$ cat src/hw/rtl/b2da_pkg.sv
// ----------------------------------------------------------------------------
// b2da_pkg
// shared types and constants for the binary to decimal ascii converter
// ----------------------------------------------------------------------------
package b2da_pkg;

   localparam int VALUE_WIDTH_DEFAULT = 64;

   localparam logic [7:0] CHAR_ZERO  = 8'h30;
   localparam logic [7:0] CHAR_MINUS = 8'h2d;
   localparam logic [7:0] CHAR_NONE  = 8'h00;

   typedef struct packed {
      logic [63:0] value;
      logic        is_signed;
      logic [7:0]  room;
   } b2da_req_type;

   typedef struct packed {
      logic [7:0] character;
      logic       last;
      logic       overflow;
   } b2da_rsp_type;

   // control from the sequencer to the bcd shift register
   typedef struct packed {
      logic clear;
      logic shift;
      logic bit_in;
   } b2da_dab_ctl_type;

   typedef enum logic [1:0] {
      ST_IDLE,
      ST_CONVERT,
      ST_CHECK,
      ST_EMIT
   } b2da_state_type;

endpackage

$ cat src/hw/rtl/b2da_dabble.sv
// ----------------------------------------------------------------------------
// b2da_dabble
// bit-serial double dabble bcd register with significant digit count
// ----------------------------------------------------------------------------
module b2da_dabble
   import b2da_pkg::*;
#(
   parameter int NUM_DIGITS = 20
) (
   input  logic                        clock,
   input  logic                        reset,
   input  b2da_dab_ctl_type            ctl,
   output logic [NUM_DIGITS-1:0][3:0]  digits,
   output logic [$clog2(NUM_DIGITS+1)-1:0] num_sig
);

   localparam int NdW  = $clog2(NUM_DIGITS + 1);
   localparam int IdxW = (NUM_DIGITS > 1) ? $clog2(NUM_DIGITS) : 1;

   logic [NUM_DIGITS-1:0][3:0] digits_ff, digits_in;
   logic [NUM_DIGITS-1:0][3:0] adjusted;
   logic [NdW-1:0]             nd_ff, nd_in;
   logic [IdxW-1:0]            sel;

   // add 3 to every digit of 5 or more, then shift the whole register left
   always_comb begin
      for (int i = 0; i < NUM_DIGITS; i++) begin
         adjusted[i] = (digits_ff[i] >= 4'd5) ? digits_ff[i] + 4'd3 : digits_ff[i];
      end
      for (int i = 0; i < NUM_DIGITS; i++) begin
         if (i == 0) begin
            digits_in[i] = {adjusted[i][2:0], ctl.bit_in};
         end else begin
            digits_in[i] = {adjusted[i][2:0], adjusted[i-1][3]};
         end
      end
   end

   // the value at most doubles per shift, so the count grows by at most one
   always_comb begin
      sel   = (nd_ff < NdW'(NUM_DIGITS)) ? nd_ff[IdxW-1:0] : '0;
      nd_in = nd_ff;
      if (nd_ff < NdW'(NUM_DIGITS) && digits_in[sel] != 4'd0) begin
         nd_in = nd_ff + NdW'(1);
      end
   end

   always_ff @(posedge clock) begin
      if (reset) begin
         nd_ff <= NdW'(1);
      end else if (ctl.clear) begin
         nd_ff <= NdW'(1);
      end else if (ctl.shift) begin
         nd_ff <= nd_in;
      end
   end

   always_ff @(posedge clock) begin
      if (ctl.clear) begin
         digits_ff <= '0;
      end else if (ctl.shift) begin
         digits_ff <= digits_in;
      end
   end

   assign digits  = digits_ff;
   assign num_sig = nd_ff;

endmodule

$ cat src/hw/rtl/binary_to_decimal_ascii.sv
// ----------------------------------------------------------------------------
// binary_to_decimal_ascii
// converts a binary value to its decimal ascii text, one character per cycle
// ----------------------------------------------------------------------------
// A request is taken when start is high and busy is low. The low VALUE_WIDTH
// bits of value are converted; with is_signed set and the top bit set, a '-'
// precedes the magnitude. Characters leave most significant digit first, one
// per cycle, each flagged by rsp_strobe for a single cycle; the receiver
// cannot stall, so it must take every strobed character. If room is below the
// character count plus one terminator byte, a single result with character 0,
// last and overflow set is sent instead of the text. A bit-serial double dabble
// shifts in the magnitude one bit per cycle, then the room is checked, then the
// results are sent; busy drops in the same cycle that the last result is on
// the ports, so the next request may be taken in that cycle.
// ----------------------------------------------------------------------------
module binary_to_decimal_ascii
   import b2da_pkg::*;
#(
   parameter int VALUE_WIDTH = VALUE_WIDTH_DEFAULT
) (
   input  logic         clock,
   input  logic         reset,
   input  logic         start,
   output logic         busy,
   input  b2da_req_type req_data,
   output logic         rsp_strobe,
   output b2da_rsp_type rsp_data
);

   // digits of 2^W - 1 is floor(W * log10(2)) + 1
   localparam int NumDigits = (VALUE_WIDTH * 30103) / 100000 + 1;
   localparam int NdW       = $clog2(NumDigits + 1);
   localparam int IdxW      = (NumDigits > 1) ? $clog2(NumDigits) : 1;
   localparam int CntW      = (VALUE_WIDTH > 1) ? $clog2(VALUE_WIDTH) : 1;

   b2da_state_type state_ff, state_in;

   // request context
   logic [VALUE_WIDTH-1:0] mag_ff, mag_in;
   logic                   neg_ff, neg_in;
   logic [7:0]             room_ff, room_in;
   logic [CntW-1:0]        cnt_ff, cnt_in;

   // emission context
   logic                   ovf_ff, ovf_in;
   logic                   minus_ff, minus_in;
   logic [IdxW-1:0]        idx_ff, idx_in;

   // registered result port
   logic                   strobe_ff, strobe_in;
   b2da_rsp_type           rsp_ff, rsp_in;

   b2da_dab_ctl_type           dab_ctl;
   logic [NumDigits-1:0][3:0]  digits;
   logic [NdW-1:0]             num_sig;

   logic [VALUE_WIDTH-1:0] raw;
   logic                   raw_neg;
   logic [7:0]             need;
   logic [NdW-1:0]         top_idx;

   assign raw     = req_data.value[VALUE_WIDTH-1:0];
   assign raw_neg = req_data.is_signed & raw[VALUE_WIDTH-1];
   // characters plus terminator
   assign need    = 8'(num_sig) + 8'(neg_ff) + 8'd1;
   assign top_idx = num_sig - NdW'(1);

   b2da_dabble #(
      .NUM_DIGITS (NumDigits)
   ) u_dabble (
      .clock   (clock),
      .reset   (reset),
      .ctl     (dab_ctl),
      .digits  (digits),
      .num_sig (num_sig)
   );

   // sequencer
   always_comb begin
      state_in  = state_ff;
      mag_in    = mag_ff;
      neg_in    = neg_ff;
      room_in   = room_ff;
      cnt_in    = cnt_ff;
      ovf_in    = ovf_ff;
      minus_in  = minus_ff;
      idx_in    = idx_ff;
      strobe_in = 1'b0;
      rsp_in    = rsp_ff;
      dab_ctl   = '0;

      unique case (state_ff)
         ST_IDLE: begin
            if (start) begin
               // negate once at load, magnitude then shifts out msb first
               mag_in        = raw_neg ? (~raw + VALUE_WIDTH'(1)) : raw;
               neg_in        = raw_neg;
               room_in       = req_data.room;
               cnt_in        = CntW'(VALUE_WIDTH - 1);
               dab_ctl.clear = 1'b1;
               state_in      = ST_CONVERT;
            end
         end
         ST_CONVERT: begin
            dab_ctl.shift  = 1'b1;
            dab_ctl.bit_in = mag_ff[VALUE_WIDTH-1];
            mag_in         = mag_ff << 1;
            if (cnt_ff == '0) begin
               state_in = ST_CHECK;
            end else begin
               cnt_in = cnt_ff - CntW'(1);
            end
         end
         ST_CHECK: begin
            ovf_in   = room_ff < need;
            minus_in = neg_ff;
            idx_in   = top_idx[IdxW-1:0];
            state_in = ST_EMIT;
         end
         ST_EMIT: begin
            strobe_in = 1'b1;
            if (ovf_ff) begin
               // room too small: lone error result
               rsp_in.character = CHAR_NONE;
               rsp_in.last      = 1'b1;
               rsp_in.overflow  = 1'b1;
               state_in         = ST_IDLE;
            end else if (minus_ff) begin
               rsp_in.character = CHAR_MINUS;
               rsp_in.last      = 1'b0;
               rsp_in.overflow  = 1'b0;
               minus_in         = 1'b0;
            end else begin
               rsp_in.character = CHAR_ZERO | {4'h0, digits[idx_ff]};
               rsp_in.last      = (idx_ff == '0);
               rsp_in.overflow  = 1'b0;
               if (idx_ff == '0) begin
                  state_in = ST_IDLE;
               end else begin
                  idx_in = idx_ff - IdxW'(1);
               end
            end
         end
         default: begin
            state_in = ST_IDLE;
         end
      endcase
   end

   // control state
   always_ff @(posedge clock) begin
      if (reset) begin
         state_ff  <= ST_IDLE;
         strobe_ff <= 1'b0;
      end else begin
         state_ff  <= state_in;
         strobe_ff <= strobe_in;
      end
   end

   // payload and context
   always_ff @(posedge clock) begin
      mag_ff   <= mag_in;
      neg_ff   <= neg_in;
      room_ff  <= room_in;
      cnt_ff   <= cnt_in;
      ovf_ff   <= ovf_in;
      minus_ff <= minus_in;
      idx_ff   <= idx_in;
      rsp_ff   <= rsp_in;
   end

   assign busy       = (state_ff != ST_IDLE);
   assign rsp_strobe = strobe_ff;
   assign rsp_data   = rsp_ff;

endmodule

$ cat config.mk
export PLATFORM = sky130hd
export DESIGN_NAME = binary_to_decimal_ascii
export DESIGN_NICKNAME = d
export VERILOG_FILES = /design/src/hw/rtl/b2da_pkg.sv /design/src/hw/rtl/b2da_dabble.sv /design/src/hw/rtl/binary_to_decimal_ascii.sv
export SDC_FILE = /design/constraint.sdc
export NUM_CORES = 1
export LEC_CHECK = 0
export BUFFER_PORTS_ARGS = -buffer_cell sky130_fd_sc_hd__buf_2
export CAP_MARGIN = 20
export CORE_ASPECT_RATIO = 1.75
export CORE_MARGIN = 2
export CORE_UTILIZATION = 65
export DETAILED_ROUTE_END_ITERATION = 8
export PLACE_DENSITY = 0.84
export SLEW_MARGIN = 20
export SYNTH_ARGS = -nofsm -noshare
export SYNTH_HDL_FRONTEND = slang
export SYNTH_SLANG_ARGS = --single-unit
$ cat constraint.sdc
create_clock -name clock -period 17.2 [get_ports clock]
set_clock_uncertainty 0.1 [all_clocks]
set_input_delay 0 -clock clock [delete_from_list [all_inputs] [get_ports clock]]
set_output_delay 0 -clock clock [all_outputs]
set_load 0.02 [all_outputs]
# Yosys cells after proc, flatten, opt, wreduce, memory -nomap -nowiden
# Index checks and enable logic that the tools add are counted.
[totals]
register_bits = 184
[op_classes]
eq_ne = 11
addsub = 27
n_reduce_logical = 17
mux = 48
bitwise = 2
magnitude_cmp = 24
[op_table]
columns = ["cell", "count"]
rows = [
  ["64-bit 2-to-1 mux", 2],
  ["64-bit one-hot mux with 2 select lines", 1],
  ["4-bit 2-to-1 mux", 21],
  ["4-bit by 3-bit >= comparator with 1-bit output, second input constant", 20],
  ["4-bit by 2-bit adder with 4-bit output, second input constant", 19],
  ["64-bit by 1-bit adder with 64-bit output, second input constant", 1],
  ["64-bit inverter", 1],
  ["4-bit binary-select mux with 5-bit select", 2],
  ["5-bit 2-to-1 mux", 4],
  ["5-bit by 6-bit < comparator with 1-bit output, second input constant", 2],
  ["2-bit 2-to-1 mux", 6],
  ["6-bit 2-to-1 mux", 2],
  ["2-bit != test, second input constant", 6],
  ["6-bit one-hot mux with 2 select lines", 1],
  ["5-bit one-hot mux with 2 select lines", 1],
  ["5-bit by 1-bit subtractor with 5-bit output, second input constant", 2],
  ["8-bit by 7-bit < comparator with 1-bit output", 1],
  ["2-bit one-hot mux with 4 select lines", 1],
  ["2-bit AND reduction", 4],
  ["4-bit AND reduction", 2],
  ["6-bit by 1-bit adder with 7-bit output, second input constant", 1],
  ["7-bit 2-to-1 mux", 1],
  ["5-bit by 1-bit adder with 6-bit output", 1],
  ["6-bit logical NOT", 1],
  ["other kinds (18)", 26],
]

# Depth between registers and ports, before layout
[logic_depth]
word_depth = 7
depth_mapped = 13

# Cells and area by module
# From an unflattened synthesis, not the netlist that was laid out.
[unflattened]
hier_cells = 1320
hier_area_um2 = 12283.0
[by_module_without_submodules]
columns = ["mod", "cells_each", "n_inst", "area_per_inst_um2"]
rows = [
  ["binary_to_decimal_ascii", 595, 1, 6515.0],
  ["b2da_dabble", 725, 1, 5768.0],
]

# Least setup slack after synthesis
# No wires, ideal clock.
[synth_timing]
path_type = "register to register"
startpoint = "register state_ff[1]"
endpoint = "register cnt_ff[0] (enable)"
setup_time_ps = 322
path_slack_ps = 10619
n_path_buf = 1
t_arrival_ps = 6159
path_stages_with_launch = 7
path_cell_list = "dfxtp_1 inv_1 ha_1 clkbuf_1 inv_1 o21ai_0 o21a_1"
[synth_via]
elab_chain_len = 3
word_cells_on_any_way = 6
cone_classes = "eq/ne: 3; reduce/logical: 3"
[synth_lines]
columns = ["element", "line_no", "text"]
rows = [
  ["start, declared", "binary_to_decimal_ascii.sv:36", "b2da_state_type state_ff, state_in;"],
  ["start signal, assigned", "binary_to_decimal_ascii.sv:156", "state_ff <= state_in;"],
  ["2-bit by 1-bit equality test with 1-bit output / 2-bit logical NOT (equally long branches)", "binary_to_decimal_ascii.sv:92", "unique case (state_ff)"],
  ["2-bit != test (no source line) / 2-bit nonzero test (equally long branches)", "-", ""],
  ["3-bit AND reduction (no source line) *", "-", ""],
  ["end signal, assigned", "binary_to_decimal_ascii.sv:166", "cnt_ff <= cnt_in;"],
  ["end, declared", "binary_to_decimal_ascii.sv:42", "logic [CntW-1:0] cnt_ff, cnt_in;"],
]
# Every way passes the cells marked *; elsewhere a longest branch is shown, timed or not.
# A chain may end at the register's enable or synchronous reset.

# Worst setup path in the final report
[layout_timing]
startpoint = "input req_data[19] (netlist name)"
endpoint = "register mag_ff[55] (data pin)"
[layout_via]
elab_chain_len = 5
[layout_lines]
columns = ["element", "line_no", "text"]
rows = [
  ["start, declared", "binary_to_decimal_ascii.sv:25", "input b2da_req_type req_data,"],
  ["64-bit inverter", "binary_to_decimal_ascii.sv:96", "mag_in = raw_neg ? (~raw + VALUE_WIDTH'(1)) : raw;"],
  ["64-bit by 1-bit adder with 64-bit output", "binary_to_decimal_ascii.sv:96", ""],
  ["64-bit 2-to-1 mux", "binary_to_decimal_ascii.sv:96", ""],
  ["64-bit 2-to-1 mux", "binary_to_decimal_ascii.sv:94", "if (start) begin"],
  ["64-bit one-hot mux with 2 select lines", "binary_to_decimal_ascii.sv:92", ""],
  ["via mag_in[55]", "binary_to_decimal_ascii.sv:39", "logic [VALUE_WIDTH-1:0] mag_ff, mag_in;"],
  ["end signal, assigned", "binary_to_decimal_ascii.sv:163", "mag_ff <= mag_in;"],
  ["end, declared", "binary_to_decimal_ascii.sv:39", ""],
]
# The timed path passes the listed nets, and every way through them passes these cells. The select of a mux whose other input is x is not followed.

==> qor.yml <==
setup.worst_path.end_class: "register"
routabilityCongestion: 1.01
clock-sinks: 182
fmax_mhz: 250
clkLatencyLatePin_ns: 0.46
synth.yosys.seq_area_share_pct: 38.3
post_synth_main_area_contributors: "edfxtp_1 24%, dfxtp_1 15%, ha_1 6.0%"
yosysWarningCount: 0
max_slew_margin_pct: 26.7
core-area_mm2: 0.0181
synth_enable_flop_cells: 94
r2r_slack_ns: 13.48
syn-cell-area_mm2: 0.0120
final_slew_viol_count: 0
finalHoldViolCount: 0
die_area_mm2: 0.0196
post_layout_total_power_mw: 2.17
drtPass1Iterations: 6
worstSetupEndpoint: "mag_ff[55]"
r2r-start: "u_dabble.num_sig[2]"
grt_setup_unrepaired: "no"
dp_worst_setup_slack_ns: 13.54
post_cts_resize_count: 0
cp.required_ns: 17.28
power_leakage_nw: 4.96
remaining_drc_errors: 0
timing.critical_path.fanout_max: 7
power.share.switching_pct: 42.3
timing.max_cap.violations: 0
timing.critical_path.arrival_ns: 4.08
worst_r2r_path_depth: 8
asyncSetResetFlopFracSynth_pct: 0
drt_first_iter_violations: 976
worstSetupPathType: "in -> reg"
outcome: "completed"
post_route_cells_drive_above_1_share_pct: 11.4
cts_made_buffers: 17
root_buffer: "clkbuf_16"
synth-seq-cells: 182
internal_power_mw: 1.25
number_of_vias_in_the_routed_layout: 11000
power_per_standard_cell_area_mw_per_mm2: 156
final_antenna_net_count: 0
yosysMostFrequentCell: "nand2_1"
worst_setup_hold_path_clk_slew_ns: 0.07
antenna_found_initial: 1
tightest_slew_ns: 1.10
floorplan.rows: 65
detailedPlacementHpwl_um: 21000
route.detailed.wl_per_inst_um: 19.4
die_w_um: 107
fin_crit_share_pct: 23.3
ctsLongestPathBuffers: 2
finalCoreUtilization_pct: 76.7
final_nets: 1596
seq_power_share_pct: 37.7
layout.filler_cells: 1219
critical_path.startpoint: "req_data[19]"
vias_in_the_first_global_route: 11000
critical_path.reg2reg.endpoint: "u_dabble.num_sig[0]"
detail_route.wirelength_um: 33200
ioPinCount: 88
avgViaCountPerCell: 6.41
initial_utilization_pct: 66.3
per_instance_average_area_after_synthesis_um2: 8.92
layout_min_cycle_time_ns: 4.00
layout_setup_ws_ns: 13.20
share_comb_of_total_power_pct: 43.7
switchingPower_mw: 0.917
grt_overflow_total: 0
synth_top_area_cell: "edfxtp_1"
synth_cell_types: 76
timing.setup.tns_ns: 0
yosys-top-cells-count: "148 x nand2_1, 137 x o21ai_0, 121 x nor2_1"
place.port_buffers: 85
tritoncts: "done"
synth.top_cell.area_share_pct: 23.6
first_pass_grt_wire_length_um: 53100
ys.flop_type: "edfxtp_1"
globalRouteTotalUtil_pct: 34.5
clock_share_of_power_pct: 18.7
htree_num_levels: 4
max-vdd-ir-drop_mv: 0.104
area_growth_pct: 15.7
post_synth_inst_count: 1342
min_path_type: "in -> reg"
die_h_um: 184
worst_setup_path_start_kind: "primary input"
finalSetupViolations: 0
pin_count_of_the_biggest_net_entering_global_routing: 101
## flip-flops by register name, summed over array words and instances (netlist names)
name and count:
u_dabble.num_sig 5, u_dabble.digits 80, rsp_strobe 1, idx_ff 5, neg_ff 1, minus_ff 1
ovf_ff 1, room_ff 8, mag_ff 64, state_ff 2, cnt_ff 6, rsp_data 8
## per-layer routing
| metal | share of wire [%] | GRT usage (%) | vias up |
|---|---|---|---|
| met5 | 0 | 0 | - |
| li1 | - | - | 5092 |
| met4 | 7.8 | 27.3 | 0 |
| met1 | 34 | 34.2 | 5134 |
| met3 | 6.5 | 7.41 | 182 |
| met2 | 52 | 61.0 | 560 |
## worst max-delay path: stages
cell	delay, ns
dlygate4sd3_1	0.54
buf_2	0.15
nor4_1	0.61
nor4b_4	0.44
and2_4	0.21
nand4_4	0.13
or4_4	0.53
or3_4	0.42
o41ai_2	0.26
xor2_1	0.17
dlygate4sd3_1	0.56
o21ai_1	0.06
## layout by cell type, fill, tap and decap left out, drive strengths merged, types with 25 or more instances in the layout
cell,count
a211oi,31
a21oi,95
buf,92
dfxtp,88
dlygate4sd3,75
edfxtp,94
ha,57
inv,81
mux2i,46
mux4,25
nand2,148
nand2b,25
nand3,37
nor2,121
nor3,28
o21ai,145
xnor2,65
xor2,26
## metrics by stage
stage,cells,cell area [um2],hold WS [ns]
final,1712,13900,0.0349
after global routing,1711,13800,0.0594
after CTS,1710,13800,0.00899
after detailed placement,1603,12500,0.0788
after global placement,1603,12500,0.0767
after floorplan,1343,12000,-0.0284
## power by group through the flow
stage               Clock (mW)  Combinational [mW]  Sequential (mW)
finish                   0.404               0.946            0.817
global route             0.423                1.04            0.837
CTS                      0.405               0.922            0.811
detailed placement           0               0.902            0.817
global placement             0               0.868            0.811
floorplan                    0               0.699            0.777
## cell type report
class / count / area [um2] / share of cell area (%)
Clock buffer: 18 / 429 / 3.10
Inverter: 75 / 282 / 2.03
Sequential cell: 182 / 4580 / 33.1
Antenna cell: 2 / 5.00 / 0.0361
Clock inverter: 14 / 164 / 1.18
Timing Repair Buffer: 167 / 1230 / 8.87
Tap cell: 234 / 293 / 2.11
Multi-Input combinational cell: 1020 / 6870 / 49.6
## how the worst min path moves through the flow
| stage | startpoint | end | slack (ns) | cells past startpoint |
|---|---|---|---|---|
| after floorplan | reset | rsp_strobe | -0.03 | 1 |
| after global placement | req_data[7] | room_ff[7] | 0.08 | 1 |
| after detailed placement | req_data[1] | room_ff[1] | 0.08 | 1 |
| after CTS | req_data[70] | mag_ff[61] | 0.009 | 4 |
| after global routing | req_data[70] | mag_ff[61] | 0.06 | 4 |
| final | req_data[70] | mag_ff[61] | 0.03 | 4 |
## cell families (layout without fill, tap and decap cells)
logic type	Yosys count	in the layout	share of synthesized area, %
AO/OA/AOI/OAI	352	352	17.4
XOR/XNOR	91	91	6.66
buffers and inverters	141	274	4.58
adder cells (fa/ha/maj)	58	58	6.04
flip-flops	182	182	38.3
AND/OR/NAND/NOR	444	444	18.2
other	1	4	0.0313
multiplexers	73	73	8.74
## what timing repair did
| action | 4_1_cts | 5_1_grt |
|---|---|---|
| hold endpoints to repair | 76 | 0 |
| hold buffers | 75 | 0 |
| setup buffers | 0 | 0 |
(Power assumes the default switching activity.)
